--- src/hdl/hbs_pkg.sv ---
`timescale 1ns / 1ps
// Shared types, constants and helpers for the heightmap bilinear sampler.
// No dependencies; hbs_ram aside, all other files use this package.
package hbs_pkg;

  localparam int ADDR_W  = 12;  // sample store address bits
  localparam int SIDE_W  = 7;   // grid side register bits
  localparam int COORD_W = 6;   // clamped corner coordinate bits
  localparam int CFG_IDX_W = 2;

  localparam logic [SIDE_W-1:0] SIDE_MIN = 7'd2;
  localparam logic [SIDE_W-1:0] SIDE_MAX = 7'd64;

  localparam logic OP_LOAD  = 1'b0;
  localparam logic OP_QUERY = 1'b1;

  localparam logic [CFG_IDX_W-1:0] CFG_GRID_WIDTH   = 2'd0;
  localparam logic [CFG_IDX_W-1:0] CFG_GRID_HEIGHT  = 2'd1;
  localparam logic [CFG_IDX_W-1:0] CFG_INV_SCALE    = 2'd2;
  localparam logic [CFG_IDX_W-1:0] CFG_VERT_GAIN    = 2'd3;

  localparam logic [23:0] INV_SCALE_RESET = 24'd65536;
  localparam logic [23:0] VERT_GAIN_RESET = 24'd257;

  typedef struct packed {
    logic               operation;
    logic [11:0]        sample_index;
    logic [7:0]         sample_value;
    logic signed [23:0] query_x;
    logic signed [23:0] query_y;
  } in_item_t;

  typedef struct packed {
    logic [31:0] height;
    logic        in_range;
  } out_item_t;

  // Grid geometry as used by the address path (sides already saturated)
  typedef struct packed {
    logic [SIDE_W-1:0] width;
    logic [SIDE_W-1:0] rows;
    logic [23:0]       inv_scale;
  } grid_cfg_t;

  // Front-end result: one item after range check and corner clamping
  typedef struct packed {
    logic               valid;
    logic               operation;
    logic               hit;
    logic [ADDR_W-1:0]  sample_index;
    logic [7:0]         sample_value;
    logic [COORD_W-1:0] x0;
    logic [COORD_W-1:0] x1;
    logic [COORD_W-1:0] y0;
    logic [COORD_W-1:0] y1;
    logic [7:0]         fx;
    logic [7:0]         fy;
  } front_t;

  function automatic logic [SIDE_W-1:0] clamp_side(input logic [SIDE_W-1:0] s);
    logic [SIDE_W-1:0] r;
    begin
      r = s;
      if (s < SIDE_MIN) r = SIDE_MIN;
      if (s > SIDE_MAX) r = SIDE_MAX;
      return r;
    end
  endfunction

endpackage

--- src/hdl/hbs_front.sv ---
`timescale 1ns / 1ps
// Front end: input capture, position scaling, range check and corner clamp.
// Depends on hbs_pkg.
module hbs_front (
  input  logic                clk,
  input  logic                rst,
  input  logic                adv,
  input  logic                in_valid,
  input  hbs_pkg::in_item_t   in_data,
  input  hbs_pkg::grid_cfg_t  cfg,
  output hbs_pkg::front_t     front
);

  // stage 1: captured item
  logic              valid1;
  hbs_pkg::in_item_t item1;

  // stage 2: scaled coordinates
  logic        valid2;
  logic        op2;
  logic        neg2;
  logic [11:0] idx2;
  logic [7:0]  val2;
  logic [46:0] u2;
  logic [46:0] v2;

  logic [46:0] u_prod;
  logic [46:0] v_prod;

  logic [30:0]                 lim_w;
  logic [30:0]                 lim_h;
  logic                        in_grid;
  logic [hbs_pkg::SIDE_W-1:0]  cx;
  logic [hbs_pkg::SIDE_W-1:0]  cy;
  logic [hbs_pkg::SIDE_W-1:0]  cx1;
  logic [hbs_pkg::SIDE_W-1:0]  cy1;
  logic [hbs_pkg::SIDE_W-1:0]  wm1;
  logic [hbs_pkg::SIDE_W-1:0]  hm1;
  logic [hbs_pkg::SIDE_W-1:0]  x0_c;
  logic [hbs_pkg::SIDE_W-1:0]  x1_c;
  logic [hbs_pkg::SIDE_W-1:0]  y0_c;
  logic [hbs_pkg::SIDE_W-1:0]  y1_c;

  always_comb begin
    u_prod = 47'(item1.query_x[22:0]) * 47'(cfg.inv_scale);
    v_prod = 47'(item1.query_y[22:0]) * 47'(cfg.inv_scale);
  end

  always_comb begin
    lim_w   = {cfg.width, 24'd0};
    lim_h   = {cfg.rows, 24'd0};
    in_grid = (u2 <= 47'(lim_w)) && (v2 <= 47'(lim_h));
    // inside the grid the cell index is at most the side, so 7 bits hold it
    cx   = u2[30:24];
    cy   = v2[30:24];
    cx1  = cx + 7'd1;
    cy1  = cy + 7'd1;
    wm1  = cfg.width - 7'd1;
    hm1  = cfg.rows - 7'd1;
    x0_c = (cx  < wm1) ? cx  : wm1;
    x1_c = (cx1 < wm1) ? cx1 : wm1;
    y0_c = (cy  < hm1) ? cy  : hm1;
    y1_c = (cy1 < hm1) ? cy1 : hm1;
  end

  always_ff @(posedge clk) begin
    if (rst) begin
      valid1      <= 1'b0;
      valid2      <= 1'b0;
      front.valid <= 1'b0;
    end else if (adv) begin
      valid1      <= in_valid;
      valid2      <= valid1;
      front.valid <= valid2;

      item1 <= in_data;

      op2  <= item1.operation;
      neg2 <= item1.query_x[23] | item1.query_y[23];
      idx2 <= item1.sample_index;
      val2 <= item1.sample_value;
      u2   <= u_prod;
      v2   <= v_prod;

      front.operation    <= op2;
      front.hit          <= (op2 == hbs_pkg::OP_QUERY) && !neg2 && in_grid;
      front.sample_index <= idx2;
      front.sample_value <= val2;
      front.x0           <= x0_c[hbs_pkg::COORD_W-1:0];
      front.x1           <= x1_c[hbs_pkg::COORD_W-1:0];
      front.y0           <= y0_c[hbs_pkg::COORD_W-1:0];
      front.y1           <= y1_c[hbs_pkg::COORD_W-1:0];
      front.fx           <= u2[23:16];
      front.fy           <= v2[23:16];
    end
  end

endmodule

--- config.mk ---
export PLATFORM = sky130hd
export DESIGN_NAME = hbs_front
export DESIGN_NICKNAME = d
export VERILOG_FILES = /design/src/hdl/hbs_pkg.sv /design/src/hdl/hbs_front.sv
export SDC_FILE = /design/constraint.sdc
export NUM_CORES = 2
export LEC_CHECK = 0
export BUFFER_PORTS_ARGS = -buffer_cell sky130_fd_sc_hd__buf_4
export CORE_ASPECT_RATIO = 1.2
export CORE_MARGIN = 2
export CORE_UTILIZATION = 65
export DETAILED_ROUTE_END_ITERATION = 8
export MAX_ROUTING_LAYER = met4
export PLACE_DENSITY = 0.86
export SLEW_MARGIN = 20
export SYNTH_ARGS = -nofsm -noshare
export SYNTH_HDL_FRONTEND = slang
export SYNTH_SLANG_ARGS = --single-unit
--- constraint.sdc ---
create_clock -name clk -period 35.5 [get_ports clk]
set_input_delay 3.55 -clock clk [delete_from_list [all_inputs] [get_ports clk]]
set_output_delay 3.55 -clock clk [all_outputs]
set_load 0.02 [all_outputs]
After elaboration in Yosys (flattened, before gate mapping)
Cells that the tools add are included.
Operators by class
  add/sub/neg operators: 4
  multiply operators: 2
  divide/modulo/power cells: 0
  magnitude comparators: 6
  equal/unequal tests: 0
  shift-type cells: 0
  mux-type cells: 4
  bitwise logic cells: 2
  reduce and logical (&&, ||, !) cells: 5
Operators by type and width (count)
  $le 47x31->1: 2
  $mul 23x24->47: 2
  $lt 7x7->1: 4
  $mux 6: 4
  $add 7x1->7 const B: 2
  $sub 7x1->7 const B: 2
  $logic_and 1x1->1: 3
  $reduce_and 2->1: 1
  $logic_not 1->1: 1
  $not 1->1: 1
  $or 1x1->1: 1
Word-level totals
  register bits: 250
  latch bits: 0
  memory bits (writable): 0
  ROM bits: 0
  bits of input ports: 111
  output and inout bits: 63
  memories kept: 0

Logic depth before layout (Yosys ltp)
  depth in word-level cells: 3
  mapped depth: 28
  depth with buffers taken out: 25

Worst setup path after synthesis
OpenSTA, ideal clock, no wires.
  kind: input -> register
  start point: input rst
  end point: register front[0] in the netlist's numbering (enable)
  setup time: 0.893 ns
  arrival time: 14.473 ns
  required time: 34.607 ns
  setup slack: 20.135 ns
  stages on the path: 1
  path buffers: 0
  path through: nor2b_1
Between the ends
  cells in the longest elaborated chain, start to end: 2
RTL lines
  start, declared: RTL line hbs_front.sv:6  | input logic rst,
  $not 1->1 (no source line)
  $reduce_and 2->1 (no source line)
  end, declared: RTL line hbs_front.sv:11  | output hbs_pkg::front_t front
Every way passes these cells.
A chain may end at the register's enable or synchronous reset.

Final worst setup path
  start point: input cfg[13] in the netlist's numbering
  end point: register v2[46], data pin
Between the ends
  cells in the longest elaborated chain, start to end: 1
RTL lines
  start, declared: RTL line hbs_front.sv:10  | input hbs_pkg::grid_cfg_t cfg,
  $mul 23x24->47: RTL line hbs_front.sv:46  | v_prod = 47'(item1.query_y[22:0]) * 47'(cfg.inv_scale);
  via v_prod[46]: RTL line hbs_front.sv:28  | logic [46:0] v_prod;
  end signal, assigned: RTL line hbs_front.sv:83  | v2 <= v_prod;
  end, declared: RTL line hbs_front.sv:25  | logic [46:0] v2;
The timed path passes the listed nets, and every way through them passes these cells.

==> run metrics <==
status=complete, no violations; min Tclk post-route=10250 ps; number of setup buffers added after CTS=0; period utilisation layout=28.9%; slew margin rel.=between 20% and 30%; DR WL/cell=18.8 um; first-pass GRT wire length=around 180 mm; GP Congestion=0.917; CTS Buf Count=29; Worst-Skew Late Latency=620 ps; post-synth top area cell=fa_1; CORE AREA=about 69000 sq um; Via Count=around 32000; H-tree level count=1; Total Neg Setup Slack=0 ps; CTS resizes=0; Die Height=294 um; TritonCTS clock tree=done; most common cell after layout, fill and taps aside=inv_1; final instance area=roughly 48000 sq um; die width=~250 um; Syn Inst Count=between 4000 and 5000; DIE AREA=roughly 72000 sq um; CTS Sinks=250; synthesized cell area=~46000 sq um; max-slew violations=0; required time of the critical path=between 30000 and 40000 ps; library cells used by synthesis=between 60 and 70; CTS clk-pin slew, worst paths=approximately 60 ps; PortBufs=about 170; vias per cell=just under 6; highest clock rate=97.6 MHz; Residual DRC=0; pre-CTS WS=between 20000 and 25000 ps; fill cell count=roughly 5000; Global Route Usage Sum=about a third; Mean Syn Cell Area=~9.7 sq um; first-pass detailed-route iteration total=6; largest net degree at the start of global routing=76; Setup-failing EPs final=0; Worst-Margin Slew=between 1000 and 1500 ps; final setup margin=25250 ps; hold_buf cts=0; initial drt markers=~2300; CP arrival=roughly 11000 ps; Synth top area share=between 40% and 50%; Routed WL=about 110 mm; Routed Antenna Nets=0; Hold Path Class=reg -> reg; #FFs+latches synth=250; Crit Path Class=in -> reg; multi-input logic area=roughly 33000 sq um; CTS root buffer=clkbuf_16; Max Cap Viol=0; most frequent cells in the layout=inv_1 (1066), fa_1 (918), nand2_1 (688), and2_1 (481), ha_1 (392); yosys warns=0; top_reg_cell synth=edfxtp_1; CTS Buffer Depth=3; worst-path fanout max=46; number of global-route vias before repair=between 30000 and 40000; Final Net Count=6074; GRT overflow=0; post-synthesis sequential area ratio=16.4%; CP startpoint=cfg[13]; Area Growth Syn to Fin=5.82%; worst min-delay path startpoint=item1[58]; Register Area=between 7000 and 8000 sq um; Critical Path End Type=register; Starting Density=approximately two thirds; Crit Reg-Reg Startpoint=item1[3]; worst hold slack=413 ps; Post-synth EDFFs=approximately 250; skew final=approximately 21 ps; initial antenna violation count=2; top post-synthesis cells by area=fa_1 (40%), edfxtp_1 (16%), ha_1 (11%); Final HPWL DP=between 70 and 80 mm; Row Count=about 110; RSZ-0062 raised after global routing=false; final count of hold timing violations=0; Placed Area=approximately 47000 sq um; layout cells sized above 1=5.50%; asr flop ratio synth=0%; Synthesized Nets=between 6000 and 7000; crit path launch type=primary input; I/O pin count=approximately 170
[layer usage]
layer  track usage, %  vias up  wire, um
li1                 -    14000         -
met1             36.9    16400     36900
met2             53.5     1548     53700
met3             4.12      509      7860
met4             17.4        0      6910
met5                -        -         0
[cell type report]
class	count	share of cell area, %
sequential	250	15.5
clock inverter	20	0.524
timing repair buffer	184	2.86
antenna	1	0.00519
inverter	1066	8.30
clock buffer	34	1.56
tap	918	2.38
multi-input combinational	3122	68.9
[cells in the mapped netlist, types with 3 or more instances]
cell type / n
a211oi_1: 11
a21o_1: 38
a21oi_1: 100
a21oi_2: 3
a31o_2: 5
a31oi_1: 13
a41oi_1: 3
and2_1: 481
and3_1: 14
and4_1: 5
clkbuf_1: 238
dfxtp_1: 3
edfxtp_1: 247
fa_1: 918
ha_1: 392
inv_1: 1066
mux2i_1: 27
nand2_1: 688
nand2b_1: 18
nand3_1: 29
nand4_1: 18
nand4b_1: 4
nor2_1: 54
nor2b_1: 23
nor3_1: 15
nor4_1: 21
o2111ai_1: 3
o211ai_1: 5
o21a_1: 9
o21ai_0: 63
o21bai_1: 17
o31ai_1: 4
xnor2_1: 77
xor2_1: 30
[flip-flops by register name (all words and copies together), names as in the netlist]
register and count:
op2 1, idx2 12, item1 69, neg2 1, valid2 1, u2 47
v2 47, valid1 1, front 63, val2 8
[final timing paths]
| kind | to | slack (ps) | cells after the start |
|---|---|---|---|
| worst max register to register | v2[46] | 27600 | 23 |
| worst min register to register | idx2[2] | 410 | 0 |
| worst max-delay path | v2[46] | 25250 | 24 |
| worst min-delay path | idx2[2] | 410 | 0 |
[critical path, stage by stage]
cell and delay, ps:
buf_4 470, nand2_1 160, fa_1 590, fa_1 440
fa_1 550, inv_1 50, fa_1 490, inv_1 50
fa_1 520, inv_1 50, fa_1 470, inv_1 50
fa_1 470, inv_1 40, ha_1 450, a21oi_1 110
o21ai_0 230, nor2_1 80, o311a_1 340, a311oi_1 810
nor2_1 140, o221ai_1 210, a21oi_1 100, xnor2_1 130
[cell families after synthesis]
group,count (synthesis),share of synthesized area (%)
simple gates,1377,14.8
fa+ha+maj,1310,51.1
buf+inv,1307,10.8
compound gates,301,4.29
flops,250,16.4
xor+xnor,107,2.06
mux,27,0.593
[stage by stage]
step | util, % | instances
after detailed placement | 67.9 | 5540
after floorplan | - | 4679
after global routing | 69.4 | 5595
final | 69.4 | 5595
after CTS | 69.4 | 5594
after global placement | 67.9 | 5540
Power is left out: the tool's default activity adds up to more than one toggle a clock period on the data nets, which glitch-free logic cannot reach.
