`config.mk`:
```
export PLATFORM = sky130hd
export DESIGN_NAME = hbs_blend
export DESIGN_NICKNAME = d
export VERILOG_FILES = /design/src/hdl/hbs_pkg.sv /design/src/hdl/hbs_blend.sv
export SDC_FILE = /design/constraint.sdc
export NUM_CORES = 2
export LEC_CHECK = 0
export BUFFER_PORTS_ARGS = -buffer_cell sky130_fd_sc_hd__buf_2
export CAP_MARGIN = 30
export CORE_UTILIZATION = 55
export CTS_CLUSTER_SIZE = 10
export DETAILED_ROUTE_END_ITERATION = 10
export PLACE_DENSITY = 0.75
export SYNTH_ARGS = -nofsm -noshare
export SYNTH_HDL_FRONTEND = slang
export SYNTH_SLANG_ARGS = --single-unit
```
`constraint.sdc`:
```
create_clock -name clk -period 7.6 [get_ports clk]
set_input_delay 1.52 -clock clk [delete_from_list [all_inputs] [get_ports clk]]
set_output_delay 1.52 -clock clk [all_outputs]
set_load 0.05 [all_outputs]
```
`src/hdl/hbs_pkg.sv`:
```
`timescale 1ns / 1ps
// Shared types, constants and helpers for the heightmap bilinear sampler.
// No dependencies; hbs_ram aside, all other files use this package.
package hbs_pkg;

  localparam int ADDR_W  = 12;  // sample store address bits
  localparam int SIDE_W  = 7;   // grid side register bits
  localparam int COORD_W = 6;   // clamped corner coordinate bits
  localparam int CFG_IDX_W = 2;

  localparam logic [SIDE_W-1:0] SIDE_MIN = 7'd2;
  localparam logic [SIDE_W-1:0] SIDE_MAX = 7'd64;

  localparam logic OP_LOAD  = 1'b0;
  localparam logic OP_QUERY = 1'b1;

  localparam logic [CFG_IDX_W-1:0] CFG_GRID_WIDTH   = 2'd0;
  localparam logic [CFG_IDX_W-1:0] CFG_GRID_HEIGHT  = 2'd1;
  localparam logic [CFG_IDX_W-1:0] CFG_INV_SCALE    = 2'd2;
  localparam logic [CFG_IDX_W-1:0] CFG_VERT_GAIN    = 2'd3;

  localparam logic [23:0] INV_SCALE_RESET = 24'd65536;
  localparam logic [23:0] VERT_GAIN_RESET = 24'd257;

  typedef struct packed {
    logic               operation;
    logic [11:0]        sample_index;
    logic [7:0]         sample_value;
    logic signed [23:0] query_x;
    logic signed [23:0] query_y;
  } in_item_t;

  typedef struct packed {
    logic [31:0] height;
    logic        in_range;
  } out_item_t;

  // Grid geometry as used by the address path (sides already saturated)
  typedef struct packed {
    logic [SIDE_W-1:0] width;
    logic [SIDE_W-1:0] rows;
    logic [23:0]       inv_scale;
  } grid_cfg_t;

  // Front-end result: one item after range check and corner clamping
  typedef struct packed {
    logic               valid;
    logic               operation;
    logic               hit;
    logic [ADDR_W-1:0]  sample_index;
    logic [7:0]         sample_value;
    logic [COORD_W-1:0] x0;
    logic [COORD_W-1:0] x1;
    logic [COORD_W-1:0] y0;
    logic [COORD_W-1:0] y1;
    logic [7:0]         fx;
    logic [7:0]         fy;
  } front_t;

  function automatic logic [SIDE_W-1:0] clamp_side(input logic [SIDE_W-1:0] s);
    logic [SIDE_W-1:0] r;
    begin
      r = s;
      if (s < SIDE_MIN) r = SIDE_MIN;
      if (s > SIDE_MAX) r = SIDE_MAX;
      return r;
    end
  endfunction

endpackage

```
`src/hdl/hbs_blend.sv`:
```
`timescale 1ns / 1ps
// Back end: corner weights, bilinear blend, vertical gain and output register.
// Depends on hbs_pkg; takes samples registered by the two store copies.
module hbs_blend (
  input  logic               clk,
  input  logic               rst,
  input  logic               adv,
  input  hbs_pkg::front_t    front,
  input  logic [7:0]         s00,
  input  logic [7:0]         s01,
  input  logic [7:0]         s10,
  input  logic [7:0]         s11,
  input  logic [23:0]        gain,
  output logic               out_valid,
  output hbs_pkg::out_item_t out_data
);

  // stage 4: aligned with the store read data
  logic       valid4;
  logic       hit4;
  logic [7:0] fx4;
  logic [7:0] fy4;

  // stage 5: weights and samples
  logic        valid5;
  logic        hit5;
  logic [16:0] w00;
  logic [16:0] w01;
  logic [16:0] w10;
  logic [16:0] w11;
  logic [7:0]  t00;
  logic [7:0]  t01;
  logic [7:0]  t10;
  logic [7:0]  t11;

  // stage 6: blended sample, Q8.16
  logic        valid6;
  logic        hit6;
  logic [23:0] blend6;

  logic [8:0]  wx0;
  logic [8:0]  wx1;
  logic [8:0]  wy0;
  logic [8:0]  wy1;
  logic [17:0] p00;
  logic [17:0] p01;
  logic [17:0] p10;
  logic [17:0] p11;
  logic [24:0] blend_sum;
  logic [47:0] scaled;

  always_comb begin
    wx0 = 9'd256 - {1'b0, fx4};
    wx1 = {1'b0, fx4};
    wy0 = 9'd256 - {1'b0, fy4};
    wy1 = {1'b0, fy4};
    p00 = 18'(wx0) * 18'(wy0);
    p01 = 18'(wx1) * 18'(wy0);
    p10 = 18'(wx0) * 18'(wy1);
    p11 = 18'(wx1) * 18'(wy1);
  end

  always_comb begin
    blend_sum = 25'(w00) * 25'(t00) + 25'(w01) * 25'(t01)
              + 25'(w10) * 25'(t10) + 25'(w11) * 25'(t11);
    // blend stays below 2^24 and gain below 2^24, so no saturation is reachable
    scaled    = 48'(blend6) * 48'(gain);
  end

  always_ff @(posedge clk) begin
    if (rst) begin
      valid4    <= 1'b0;
      valid5    <= 1'b0;
      valid6    <= 1'b0;
      out_valid <= 1'b0;
    end else if (adv) begin
      valid4    <= front.valid;
      valid5    <= valid4;
      valid6    <= valid5;
      out_valid <= valid6;
    end
  end

  always_ff @(posedge clk) begin
    if (adv) begin
      hit4 <= front.hit;
      fx4  <= front.fx;
      fy4  <= front.fy;

      hit5 <= hit4;
      w00  <= p00[16:0];
      w01  <= p01[16:0];
      w10  <= p10[16:0];
      w11  <= p11[16:0];
      t00  <= s00;
      t01  <= s01;
      t10  <= s10;
      t11  <= s11;

      hit6   <= hit5;
      blend6 <= blend_sum[23:0];

      out_data.height   <= hit6 ? scaled[47:16] : 32'd0;
      out_data.in_range <= hit6;
    end
  end

endmodule

```
Word level (Yosys, flattened, before mapping)
Index checks and enable logic that the tools add are counted.

word-level totals
  word-level logic and storage cells = 34
  input port bits = 122
  flip-flop bits (word level) = 179
  output and inout bits = 34

cells by class
  add/subtract/negate cells = 5
  multipliers = 9

operators with widths
  operator                                                            number
  24-bit adder                                                        3
  17-bit by 8-bit multiplier with 24-bit output                       3
  24-bit by 24-bit multiplier with 48-bit output                      1
  16-bit by 8-bit multiplier with 24-bit output                       1
  9-bit by 8-bit subtractor with 9-bit output (first input constant)  2
  8-bit by 9-bit multiplier with 17-bit output                        1
  9-bit by 8-bit multiplier with 17-bit output                        1
  9-bit by 9-bit multiplier with 17-bit output                        1
  8-bit by 8-bit multiplier with 16-bit output                        1

Longest topological paths before layout
  depth after elaboration = 4
  gate-level depth with buffers = 29
  gate-level depth less buffers = 28

Worst setup path before layout
OpenSTA, ideal clock, no wires.

  path type = input-to-reg
  from = input port gain[3]
  to = register out_data[31] (netlist bit), data pin
  data required time = 7338 ps
  arrival time = 7669 ps
  setup time = 262 ps
  path slack = -331 ps
  buffers on the path = 1
  stages = 25
  cell sequence = clkbuf_1 -> nand2_1 -> fa_1 -> inv_1 -> fa_1 -> fa_1 -> inv_1 -> fa_1 -> inv_1 -> fa_1 -> inv_1 -> fa_1 -> inv_1 -> fa_1 -> ha_1 -> a21oi_1 -> o21bai_1 -> a211oi_1 -> o21ai_0 -> a221oi_1 -> o21ai_0 -> a211oi_2 -> o21ai_1 -> a211oi_2 -> mux2i_1

on the way
  cells in the longest elaborated chain, start to end = 1

RTL lines
  element                                         RTL line         RTL
  start: declaration                              hbs_blend.sv:13  input logic [23:0] gain,
  24-bit by 24-bit multiplier with 48-bit output  hbs_blend.sv:67  scaled = 48'(blend6) * 48'(gain);
  end: declaration                                hbs_blend.sv:15  output hbs_pkg::out_item_t out_data

No other way between the ends.
A chain may end at the register's enable or synchronous reset.

Final worst setup path
  from = input port gain[20]
  to = register out_data[21] (netlist bit), data pin

Same word-level chain as after synthesis.

==> results by group <==
Setup path
  – Required @ worst endpoint: between 7 and 8 ns
  – Crit end category: register
  – Critical Path Start Type: primary input
  – Critical path peak fanout: 16
  – Worst Setup Path Type: primary input to register
  – Worst R2R Setup Slack: ~0.18 ns
  – WP data arrival: about 7.9 ns

Timing
  – Tcrit/Tclk final: 1.01
  – Worst slew pin tran: about 0.94 ns
  – Fmax: approximately 130 MHz
  – RSZ-0062 raised after global routing: yes
  – Fin. Hold Viols: 0
  – Max-slew violation count: 0
  – Setup violators final: 3
  – Final Skew: about 0.011 ns
  – Hold slack: about 0.42 ns
  – Worst setup margin: -0.0521 ns
  – Final min period: ~7.7 ns
  – Worst rel slew slack: 0.368

Floorplanning
  – Core ar.: between 80000 and 90000 um^2
  – Die Wd: about 300 um
  – Die Area: 90300 um^2
  – Die Y: 301 um
  – Initial Util: 0.555
  – Row count: around 110
  – I/O pin count: ~160

Yosys
  – Synth top area share: 0.459
  – Cells after Synth: between 5000 and 6000
  – Post-Syn Nets: 6840
  – Yosys reg bits: ~180
  – Synth top area cells: fa_1 46%, ha_1 11%, edfxtp_1 11%, inv_1 9.7%, and2_1 7.6%
  – Post-synthesis sequential area ratio: 0.107
  – Synthesized cell area: 49000 um^2
  – Top_reg_cell synth: edfxtp_1
  – Synth unique cells: 59
  – Synth Area per Inst: between 9 and 10 um^2
  – Post-synth EDFFs: around 170
  – Largest area contributor in the netlist: fa_1
  – Asr flop ratio synth: 0
  – YS warnings: 0

Global routing
  – M2 GR Usage: 0.501
  – Largest net degree at the start of global routing: 97
  – Grt met3 use: 0.0328
  – Vias in the first global route: between 30000 and 40000
  – Total GRT Usage: 0.277
  – Most Used Layer, Global Route: met2
  – GR Overflow Total: 0
  – Antenna violations before repair: 1
  – Grt met1 use: 0.330
  – First-pass GRT wire length: between 150000 and 200000 um

Final layout
  – Most common cell after layout, fill and taps aside: inv_1
  – Util after Layout: 0.614
  – Diodes inserted: 0
  – Nets: slightly above 7000
  – Synth-to-Final Area Change: 10.7%
  – Most frequent cells in the layout: 1258 x inv_1, 1103 x fa_1, 815 x nand2_1
  – Share of post-route cells with drive strength above 1: 0.108

Detailed routing
  – Via count: approximately 35000
  – WL/cell: 18.0 um
  – Initial DRT Pass Iterations: 8
  – Antenna Nets Post-Route: 0
  – Via/cell ratio: around 5.3
  – Initial drt markers: between 1500 and 2000
  – DRC Markers: 0
  – WL final: roughly 120000 um

Hold path
  – HP Class: register to register

CTS
  – CTS Root Cell: clkbuf_16
  – CTS Buffer Depth: 2
  – Clk slew on worst S/H paths: approximately 0.070 ns
  – Clk sink count: between 150 and 200
  – Num CTS Buffers: 17
  – CTS tree: built
  – H-tree Lvls: 4
  – Later-pin clock latency in the skew report: 0.50 ns

Place
  – Placer Congestion: 0.924
  – Input/output buffers: 110
  – Final HPWL DP: slightly above 100000 um

Outcome
  – Outcome: complete, but fails checks
  – Failing checks: setup timing

Job
  – Max_cap viols: 0
==> layer usage <==
metal | routed length (um) | vias up
met5 | 0 | -
met4 | 5790 | 0
met3 | 6070 | 308
met2 | 62000 | 1110
met1 | 44100 | 17800
li1 | - | 15500
==> stage by stage <==
stage / cell area, um^2 / setup WS, ns / TNS, ns / instances
6_report: 54300 / -0.0521 / -0.0661 / 6562
3_3_place_gp: 52700 / -0.752 / -13.29 / 6504
4_1_cts: 53600 / -0.00882 / -0.00882 / 6541
2_1_floorplan: 49500 / -0.00416 / -0.00416 / 5153
5_1_grt: 54300 / -0.275 / -2.05 / 6562
3_5_place_dp: 52800 / -0.831 / -14.45 / 6507
==> layout make-up <==
| cell class | count | area [um^2] |
|---|---|---|
| Inverter | 1271 | 4770 |
| Timing Repair Buffer | 407 | 3240 |
| Multi-Input combinational cell | 3512 | 38900 |
| Sequential cell | 176 | 5250 |
| Clock inverter | 13 | 210 |
| Tap cell | 1165 | 1460 |
| Clock buffer | 18 | 429 |
| Fill cell | 7278 | 34100 |
==> final timing paths <==
check,from,endpoint,cells past startpoint
setup reg to reg,t11[5],blend6[23],27
hold / removal,hit4,hit5,0
setup / recovery,gain[20],out_data[21],27
hold reg to reg,hit4,hit5,0
==> flip-flops by register name, indices dropped and copies added (netlist names) <==
register,count
w11,15
fx4,8
w10,16
valid6,1
t11,8
t00,8
hit4,1
t10,8
valid5,1
valid4,1
w00,17
out_data,33
w01,16
blend6,24
hit6,1
out_valid,1
t01,8
fy4,8
hit5,1
==> cells in the mapped netlist (16+ instances only) <==
cell type and number:
a21boi_0 16, a21o_1 26, a21oi_1 70, and2_1 593
clkbuf_1 185, edfxtp_1 172, fa_1 1123, ha_1 442
inv_1 1271, nand2_1 833, nor2_1 67, nor3_1 23
o21ai_0 53, xnor2_1 95, xor2_1 24
==> cells by family (layout without fill, tap and decap cells) <==
kind of cell    after synthesis  after routing  synth area share
simple gates               1606           1606             0.159
mux                           6              6           0.00123
compound gates              216            216            0.0278
fa+ha+maj                  1565           1565             0.572
xor+xnor                    119            119            0.0213
flops                       176            176             0.107
buf+inv                    1465           1709             0.112
==> critical path, cell delays in order <==
cell and delay (ns):
buf_2 0.11, buf_4 0.16, buf_12 0.15, and2_4 0.15, fa_1 0.46, fa_1 0.51, inv_1 0.07, fa_1 0.52
inv_2 0.06, fa_2 0.60, fa_2 0.45, fa_1 0.56, inv_1 0.06, fa_1 0.49, inv_1 0.07, ha_4 0.27
buf_4 0.11, nand4_1 0.16, buf_4 0.20, nor2_2 0.13, o2111a_2 0.30, a211oi_2 0.06, buf_4 0.17, buf_4 0.14
buf_4 0.12, xnor2_1 0.11, and2_1 0.16
==> repair_timing <==
action,CTS,global route
hold buffers,0,0
resized for setup,36,148
gates cloned,0,2
endpoints found under the setup margin,23,27
setup buffers,3,19
pin swaps,14,95
Power is left out: the tool's default activity adds up to more than one toggle a clock period on the data nets, which glitch-free logic cannot reach.
